==> src/rtl/sis_pkg.sv <==
// Shared types for the stable insertion sorter.
// No dependencies; used by the cell chain and the top level.
package sis_pkg;

  localparam int unsigned ValueWidth = 32;

  typedef logic signed [ValueWidth-1:0] value_t;

  // Per-cycle command broadcast to every cell of the chain.
  typedef struct packed {
    logic ins;    // insert the broadcast value, shift larger entries right
    logic drain;  // shift every entry one place toward the head
  } ctrl_t;

endpackage : sis_pkg

==> src/rtl/sis_in_if.sv <==
// Input channel of the sorter: valid/ready handshake with value and last.
// Depends on sis_pkg.
interface sis_in_if;
  logic            valid;
  logic            ready;
  sis_pkg::value_t value;
  logic            last;

  modport source (output valid, output value, output last, input ready);
  modport sink   (input valid, input value, input last, output ready);
endinterface : sis_in_if

==> src/rtl/sis_out_if.sv <==
// Result channel of the sorter: valid/ready handshake with sorted value and flags.
// Depends on sis_pkg.
interface sis_out_if;
  logic            valid;
  logic            ready;
  sis_pkg::value_t value_res;
  logic            last_res;
  logic            dropped;

  modport source (output valid, output value_res, output last_res, output dropped,
                  input ready);
  modport sink   (input valid, input value_res, input last_res, input dropped,
                  output ready);
endinterface : sis_out_if

==> src/rtl/sis_cell.sv <==
// One cell of the insertion chain: holds one sorted entry and its valid bit.
// Depends on sis_pkg.
module sis_cell (
  input  logic            clk_i,
  input  logic            rst_ni,
  input  sis_pkg::ctrl_t  ctrl_i,
  input  sis_pkg::value_t din_i,
  input  sis_pkg::value_t left_value_i,
  input  logic            left_valid_i,
  input  logic            left_gt_i,
  input  sis_pkg::value_t right_value_i,
  input  logic            right_valid_i,
  output sis_pkg::value_t value_o,
  output logic            valid_o,
  output logic            gt_o
);

  sis_pkg::value_t value_q, value_d;
  logic            valid_q, valid_d;
  logic            take_left;
  logic            take_new;

  // Entry is strictly greater than the new value: it must move right.
  assign gt_o = valid_q && (value_q > din_i);

  assign take_left = left_valid_i && left_gt_i;
  assign take_new  = left_valid_i && !left_gt_i && (!valid_q || gt_o);

  always_comb begin
    value_d = value_q;
    valid_d = valid_q;
    if (ctrl_i.ins) begin
      if (take_left) begin
        value_d = left_value_i;
        valid_d = 1'b1;
      end else if (take_new) begin
        value_d = din_i;
        valid_d = 1'b1;
      end
    end else if (ctrl_i.drain) begin
      value_d = right_value_i;
      valid_d = right_valid_i;
    end
  end

  always_ff @(posedge clk_i or negedge rst_ni) begin
    if (!rst_ni) begin
      valid_q <= 1'b0;
    end else begin
      valid_q <= valid_d;
    end
  end

  always_ff @(posedge clk_i) begin
    value_q <= value_d;
  end

  assign value_o = value_q;
  assign valid_o = valid_q;

endmodule : sis_cell

==> src/rtl/stable_insertion_sorter.sv <==
// Top level of the stable insertion sorter: control and the chain of cells.
// Depends on sis_pkg, sis_in_if, sis_out_if and sis_cell.
//
// Usage:
//   in_i carries one signed value per item; last marks the end of a batch.
//   While a batch is being collected, in_i.ready is high and one item is
//   taken every cycle. Every cell compares the new value against its entry
//   at once; entries greater than the value shift one cell right and the
//   value lands in the gap, so equal values keep their arrival order.
//   Items that arrive while all MAX_ITEMS cells are full are dropped and
//   the dropped flag is raised on every result of that batch.
//   After the last item is taken, in_i.ready falls and the chain drains
//   through out_o from its head cell, one result per cycle while out_o.ready
//   is high, smallest first, last_res on the final one. The first result is
//   valid the cycle after the last item is taken.
//   A stall on out_o (ready low) simply holds the chain; the shown result
//   stays put until taken. Input resumes the cycle after the final result
//   is taken.
//   Reset clears all valid bits, the drain state and the drop flag; stored
//   values are not cleared and never reach a result before being written.
module stable_insertion_sorter #(
  parameter int unsigned MAX_ITEMS = 16
) (
  input  logic      clk_i,
  input  logic      rst_ni,
  sis_in_if.sink    in_i,
  sis_out_if.source out_o
);

  sis_pkg::value_t cell_value [MAX_ITEMS];
  logic            cell_valid [MAX_ITEMS];
  logic            cell_gt    [MAX_ITEMS];

  sis_pkg::ctrl_t  ctrl;
  logic            drain_q;
  logic            overflow_q;
  logic            full;
  logic            in_accept;
  logic            out_accept;

  // Store is full once the tail cell holds an entry.
  assign full       = cell_valid[MAX_ITEMS-1];
  assign in_accept  = in_i.valid && in_i.ready;
  assign out_accept = out_o.valid && out_o.ready;

  // Collect while not draining; drain only shows the head cell.
  assign in_i.ready = !drain_q;

  assign ctrl.ins   = in_accept && !full;
  assign ctrl.drain = out_accept;

  assign out_o.valid     = drain_q;
  assign out_o.value_res = cell_value[0];
  assign out_o.last_res  = !cell_valid[1];
  assign out_o.dropped   = overflow_q;

  for (genvar i = 0; i < MAX_ITEMS; i++) begin : g_cell
    sis_pkg::value_t left_value;
    logic            left_valid;
    logic            left_gt;
    sis_pkg::value_t right_value;
    logic            right_valid;

    // Head cell sees a virtual valid, not-greater neighbor on its left.
    if (i == 0) begin : g_head
      assign left_value = '0;
      assign left_valid = 1'b1;
      assign left_gt    = 1'b0;
    end else begin : g_body
      assign left_value = cell_value[i-1];
      assign left_valid = cell_valid[i-1];
      assign left_gt    = cell_gt[i-1];
    end

    // Tail cell pulls in an empty slot when the chain drains.
    if (i == MAX_ITEMS - 1) begin : g_tail
      assign right_value = '0;
      assign right_valid = 1'b0;
    end else begin : g_inner
      assign right_value = cell_value[i+1];
      assign right_valid = cell_valid[i+1];
    end

    sis_cell u_cell (
      .clk_i        (clk_i),
      .rst_ni       (rst_ni),
      .ctrl_i       (ctrl),
      .din_i        (in_i.value),
      .left_value_i (left_value),
      .left_valid_i (left_valid),
      .left_gt_i    (left_gt),
      .right_value_i(right_value),
      .right_valid_i(right_valid),
      .value_o      (cell_value[i]),
      .valid_o      (cell_valid[i]),
      .gt_o         (cell_gt[i])
    );
  end

  always_ff @(posedge clk_i or negedge rst_ni) begin
    if (!rst_ni) begin
      drain_q    <= 1'b0;
      overflow_q <= 1'b0;
    end else begin
      if (in_accept) begin
        // Drop the item when full, but remember it for the batch.
        if (full) begin
          overflow_q <= 1'b1;
        end
        if (in_i.last) begin
          drain_q <= 1'b1;
        end
      end
      // Final result taken: return to collecting a fresh batch.
      if (out_accept && out_o.last_res) begin
        drain_q    <= 1'b0;
        overflow_q <= 1'b0;
      end
    end
  end

endmodule : stable_insertion_sorter

==> src/flat_wrapper.sv <==
// flat-port wrapper written by rule: the top's interface ports become plain ports
module stable_insertion_sorter_flat 
#(
  parameter int unsigned MAX_ITEMS = 16
)
  (clk_i, rst_ni, in_i_valid, in_i_value, in_i_last, in_i_ready, out_o_valid, out_o_value_res, out_o_last_res, out_o_dropped, out_o_ready);
  sis_in_if in_i_i ();
  sis_out_if out_o_i ();
  input  logic clk_i;
  input  logic rst_ni;
  input wire logic [$bits(in_i_i.valid)-1:0] in_i_valid;
  input wire logic [$bits(in_i_i.value)-1:0] in_i_value;
  input wire logic [$bits(in_i_i.last)-1:0] in_i_last;
  output wire logic [$bits(in_i_i.ready)-1:0] in_i_ready;
  output wire logic [$bits(out_o_i.valid)-1:0] out_o_valid;
  output wire logic [$bits(out_o_i.value_res)-1:0] out_o_value_res;
  output wire logic [$bits(out_o_i.last_res)-1:0] out_o_last_res;
  output wire logic [$bits(out_o_i.dropped)-1:0] out_o_dropped;
  input wire logic [$bits(out_o_i.ready)-1:0] out_o_ready;
  assign in_i_i.valid = in_i_valid;
  assign in_i_i.value = in_i_value;
  assign in_i_i.last = in_i_last;
  assign in_i_ready = in_i_i.ready;
  assign out_o_valid = out_o_i.valid;
  assign out_o_value_res = out_o_i.value_res;
  assign out_o_last_res = out_o_i.last_res;
  assign out_o_dropped = out_o_i.dropped;
  assign out_o_i.ready = out_o_ready;
  stable_insertion_sorter #(.MAX_ITEMS(MAX_ITEMS)) u_core (.clk_i(clk_i), .rst_ni(rst_ni), .in_i(in_i_i), .out_o(out_o_i));
endmodule
==> config.mk <==
export PLATFORM = sky130hd
export DESIGN_NAME = stable_insertion_sorter_flat
export DESIGN_NICKNAME = d
export VERILOG_FILES = /design/src/rtl/sis_pkg.sv /design/src/rtl/sis_in_if.sv /design/src/rtl/sis_out_if.sv /design/src/rtl/sis_cell.sv /design/src/rtl/stable_insertion_sorter.sv /design/src/flat_wrapper.sv
export SDC_FILE = /design/constraint.sdc
export NUM_CORES = 2
export LEC_CHECK = 0
export ABC_AREA = 1
export ABC_CLOCK_PERIOD_IN_PS = 5600
export BUFFER_PORTS_ARGS = -buffer_cell sky130_fd_sc_hd__buf_2
export CAP_MARGIN = 20
export CORE_ASPECT_RATIO = 0.6
export CORE_MARGIN = 8
export CORE_UTILIZATION = 50
export DETAILED_ROUTE_END_ITERATION = 7
export GPL_TIMING_DRIVEN = 0
export PLACE_DENSITY = 0.66
export SLEW_MARGIN = 15
export SYNTH_ARGS = -nofsm -noshare
export SYNTH_HDL_FRONTEND = slang
export SYNTH_SLANG_ARGS = --single-unit
==> constraint.sdc <==
create_clock -name clk_i -period 5.6 [get_ports clk_i]
set_clock_uncertainty 0.2 [all_clocks]
set_input_delay 0.28 -clock clk_i [delete_from_list [all_inputs] [get_ports clk_i]]
set_output_delay 0.28 -clock clk_i [all_outputs]
set_load 0.02 [all_outputs]
==> run metrics <==
Critical Path RT 5.74 ns; cell type with the largest total area after synthesis sky130_fd_sc_hd__edfxtp_1; Final period util 89.0%; Slew Limit Headroom 25.1%; main area contributors after synthesis sky130_fd_sc_hd__edfxtp_1 38%, sky130_fd_sc_hd__nand2_1 20%, sky130_fd_sc_hd__ha_1 15%; largest fanout on the critical path 24; cell count after placement 6398; most frequent cells in the layout 2106 x sky130_fd_sc_hd__nand2_1, 512 x sky130_fd_sc_hd__edfxtp_1, 480 x sky130_fd_sc_hd__ha_1; clk slew on worst S/H paths 0.07 ns; Total GRT Usage 29.4%; minimum setup slack in the final design 0.616 ns; most frequent standard cell in the layout excluding fill and tap cells sky130_fd_sc_hd__nand2_1; wire length of the first global-routing pass 208000 um; area enclosed by the die boundary 0.0901 mm^2; number of synthesis warnings 0; antenna-violating nets left 0; final layout net count 5931; CP Launch Type input pin; Skew-Pair Late Insertion Delay 0.64 ns; reported leakage power 22.8 nW; sequential share of the synthesized area 39.4%; power per cell area 592 mW/mm^2; count of cell types in the netlist 38; post-synth top area share 38.2%; layout cell share with drive strength beyond 1 5.84%; Hold Crit Start in_i_value[2]; gate count of the mapped netlist 5243; number of nets produced by synthesis 5760; Critical Path AT 5.12 ns; total half-perimeter wirelength after legalization and detailed placement 111000 um; Remaining Overflow, GRT 0; number of vias after detailed routing 38217; root buffer cell sky130_fd_sc_hd__clkbuf_16; startpoint of the worst register-to-register path u_core.g_cell[13].u_cell.value_o[31]$_DFFE_PP_; number of design-rule violations left by the first detailed-router iteration 5220; via count of the first global-routing pass 34574; fmax 201 MHz; clock tree sinks 530; number of standard cells in the final layout excluding fillers 6525; crit path kind in2reg; final cell utilization of the core 55.7%; Final GP Congestion 0.932; result of the run completed; area delta synth->final 10.3%; y dimension of the die 236 um; diode insertion count for antenna repair 0; floorplan core area 0.0796 mm^2; r2r worst-path depth 11; maximum number of pins on one net before global-route repair 25; post-placement worst setup slack 0.638 ns; transition at the pin with the smallest max-transition slack 1.12 ns; Netlist Area Pre-Place 0.0402 mm^2; clock tree from TritonCTS yes; number of I/O port buffers 72; count of cells along the worst hold path 5; die boundary width 382 um; register-to-register path setup slack 1.21 ns; I/O Pins 73; max cap viols 0; RSZ-0062 raised after global routing no; Detailed Routing Iterations Pass 1 8; Avg Inst Size Synth 7.67 um^2; Initial Utilization 50.5%; number of buffers on the longest clock path 3; endpoint type of the worst setup path register; DRC viols 0; Seq cells post-synth 530; number of buffers created by CTS 55; detailed-route vias per instance 5.86; final hold viol count 0; number of antenna violations at the first check in global routing 0; hold path endpoint u_core.g_cell[10].u_cell.value_o[2]$_DFFE_PP_; H-tree level count 2; end of the worst register-to-register path u_core.g_cell[14].u_cell.value_o[27]$_DFFE_PP_; Setup-failing EPs final 0; wire length reported by the detailed router 139000 um; drt wl/cell 21.2 um; Slew Viols, Final 0; clock period minus worst slack 4.98 ns; largest vdd supply drop 0.304 mV; Std-Cell Rows 80; Tightest Hold Check Type in2reg; PostCTS Resize Cnt 0
## per-stage QoR
stage               instance area (um^2)  setup TNS, ns  hold WS [ns]  total power [mW]
floorplan                          40200              0        -0.216              17.2
finish                             44400              0        0.0364              26.3
global route                       44400              0        0.0426              28.0
global placement                   41900        -102.30         0.132              21.2
detailed placement                 42400              0         0.135              21.9
CTS                                44400              0       0.00173              25.7
## per-layer routing
metal | up-vias | routed length [um] | global-route usage [%]
met3 | 130 | 21000 | 8.62
met5 | - | 0 | 0
met4 | 0 | 2190 | 5.19
met1 | 17894 | 67200 | 49.3
li1 | 17966 | - | -
met2 | 2227 | 48100 | 35.6
## worst max path at each step
stage	start	end	slack [ns]	depth (start not counted)
finish	in_i_value[25]	u_core.g_cell[0].u_cell.value_o[29]$_DFFE_PP_	0.62	15
global route	in_i_value[27]	u_core.g_cell[14].u_cell.value_o[27]$_DFFE_PP_	0.41	15
CTS	in_i_value[27]	u_core.g_cell[14].u_cell.value_o[27]$_DFFE_PP_	0.72	15
detailed placement	in_i_value[27]	u_core.g_cell[14].u_cell.value_o[27]$_DFFE_PP_	0.64	14
global placement	in_i_value[15]	u_core.g_cell[0].u_cell.value_o[25]$_DFFE_PP_	-1.73	11
floorplan	in_i_value[15]	u_core.g_cell[0].u_cell.value_o[0]$_DFFE_PP_	0.91	15
## Yosys cell counts (all sizes together)
| library cell | instances |
|---|---|
| o22ai | 1 |
| o211ai | 1 |
| buf | 114 |
| dfrtp | 18 |
| nor2 | 225 |
| clkbuf | 152 |
| nor4 | 1 |
| a21o | 14 |
| inv | 472 |
| o21ai | 281 |
| nor3b | 3 |
| o31ai | 1 |
| a21oi | 201 |
| o21bai | 4 |
| nand3b | 1 |
| nand4 | 288 |
| nand3 | 303 |
| nor3 | 10 |
| and2 | 12 |
| o21a | 26 |
| a22oi | 1 |
| ha | 480 |
| edfxtp | 512 |
| nand2 | 2122 |
## final cells by class
type | instances | area, um^2
multi-input combinational | 3975 | 21400
timing repair buffer | 114 | 1050
buffer | 266 | 1290
sequential | 530 | 15800
tap | 1066 | 1330
fill | 7587 | 35200
clock inverter | 25 | 198
clock buffer | 77 | 1510
inverter | 472 | 1770
## flip-flops by register name (all words and copies together) (netlist names)
register	flops
u_core.g_cell.u_cell.valid_o	16
u_core.out_o.dropped	1
u_core.out_o.valid	1
u_core.g_cell.u_cell.value_o	512
## cell families (layout without fill, tap and decap cells)
family                   after synthesis  count (layout)  share of synthesized area [%]
buffers and inverters                738             954                           7.60
AO/OA/AOI/OAI                        530             530                           6.92
AND/OR/NAND/NOR                     2965            2965                           31.2
flip-flops                           530             530                           39.4
adder cells (fa/ha/maj)              480             480                           14.9
## worst max-delay path, stage by stage
cell	delay [ns]
sky130_fd_sc_hd__dlygate4sd3_1	0.53
sky130_fd_sc_hd__buf_2	0.16
sky130_fd_sc_hd__inv_1	0.26
sky130_fd_sc_hd__buf_2	0.61
sky130_fd_sc_hd__ha_1	0.37
sky130_fd_sc_hd__nand2_1	0.07
sky130_fd_sc_hd__nor2_1	0.07
sky130_fd_sc_hd__nand2_1	0.18
sky130_fd_sc_hd__nor2_1	0.18
sky130_fd_sc_hd__nand4_1	0.19
sky130_fd_sc_hd__clkbuf_1	0.48
sky130_fd_sc_hd__clkbuf_1	0.56
sky130_fd_sc_hd__nand2_1	0.27
sky130_fd_sc_hd__a22oi_2	0.58
sky130_fd_sc_hd__buf_6	0.29
## power by group
| part | total, mW | leakage [nW] | internal [mW] | switching [mW] |
|---|---|---|---|---|
| clock | 3.77 | 0.847 | 2.02 | 1.75 |
| combinational | 13.6 | 16.8 | 4.38 | 9.20 |
| sequential | 8.92 | 5.12 | 7.31 | 1.61 |
| total | 26.3 | 22.8 | 13.7 | 12.6 |
## timing repair
action                    in CTS  in global routing
hold buffers                  25                  0
setup buffers                  0                  0
hold endpoints to repair      43                  0
No activity file was read; power rests on OpenSTA's default activity.
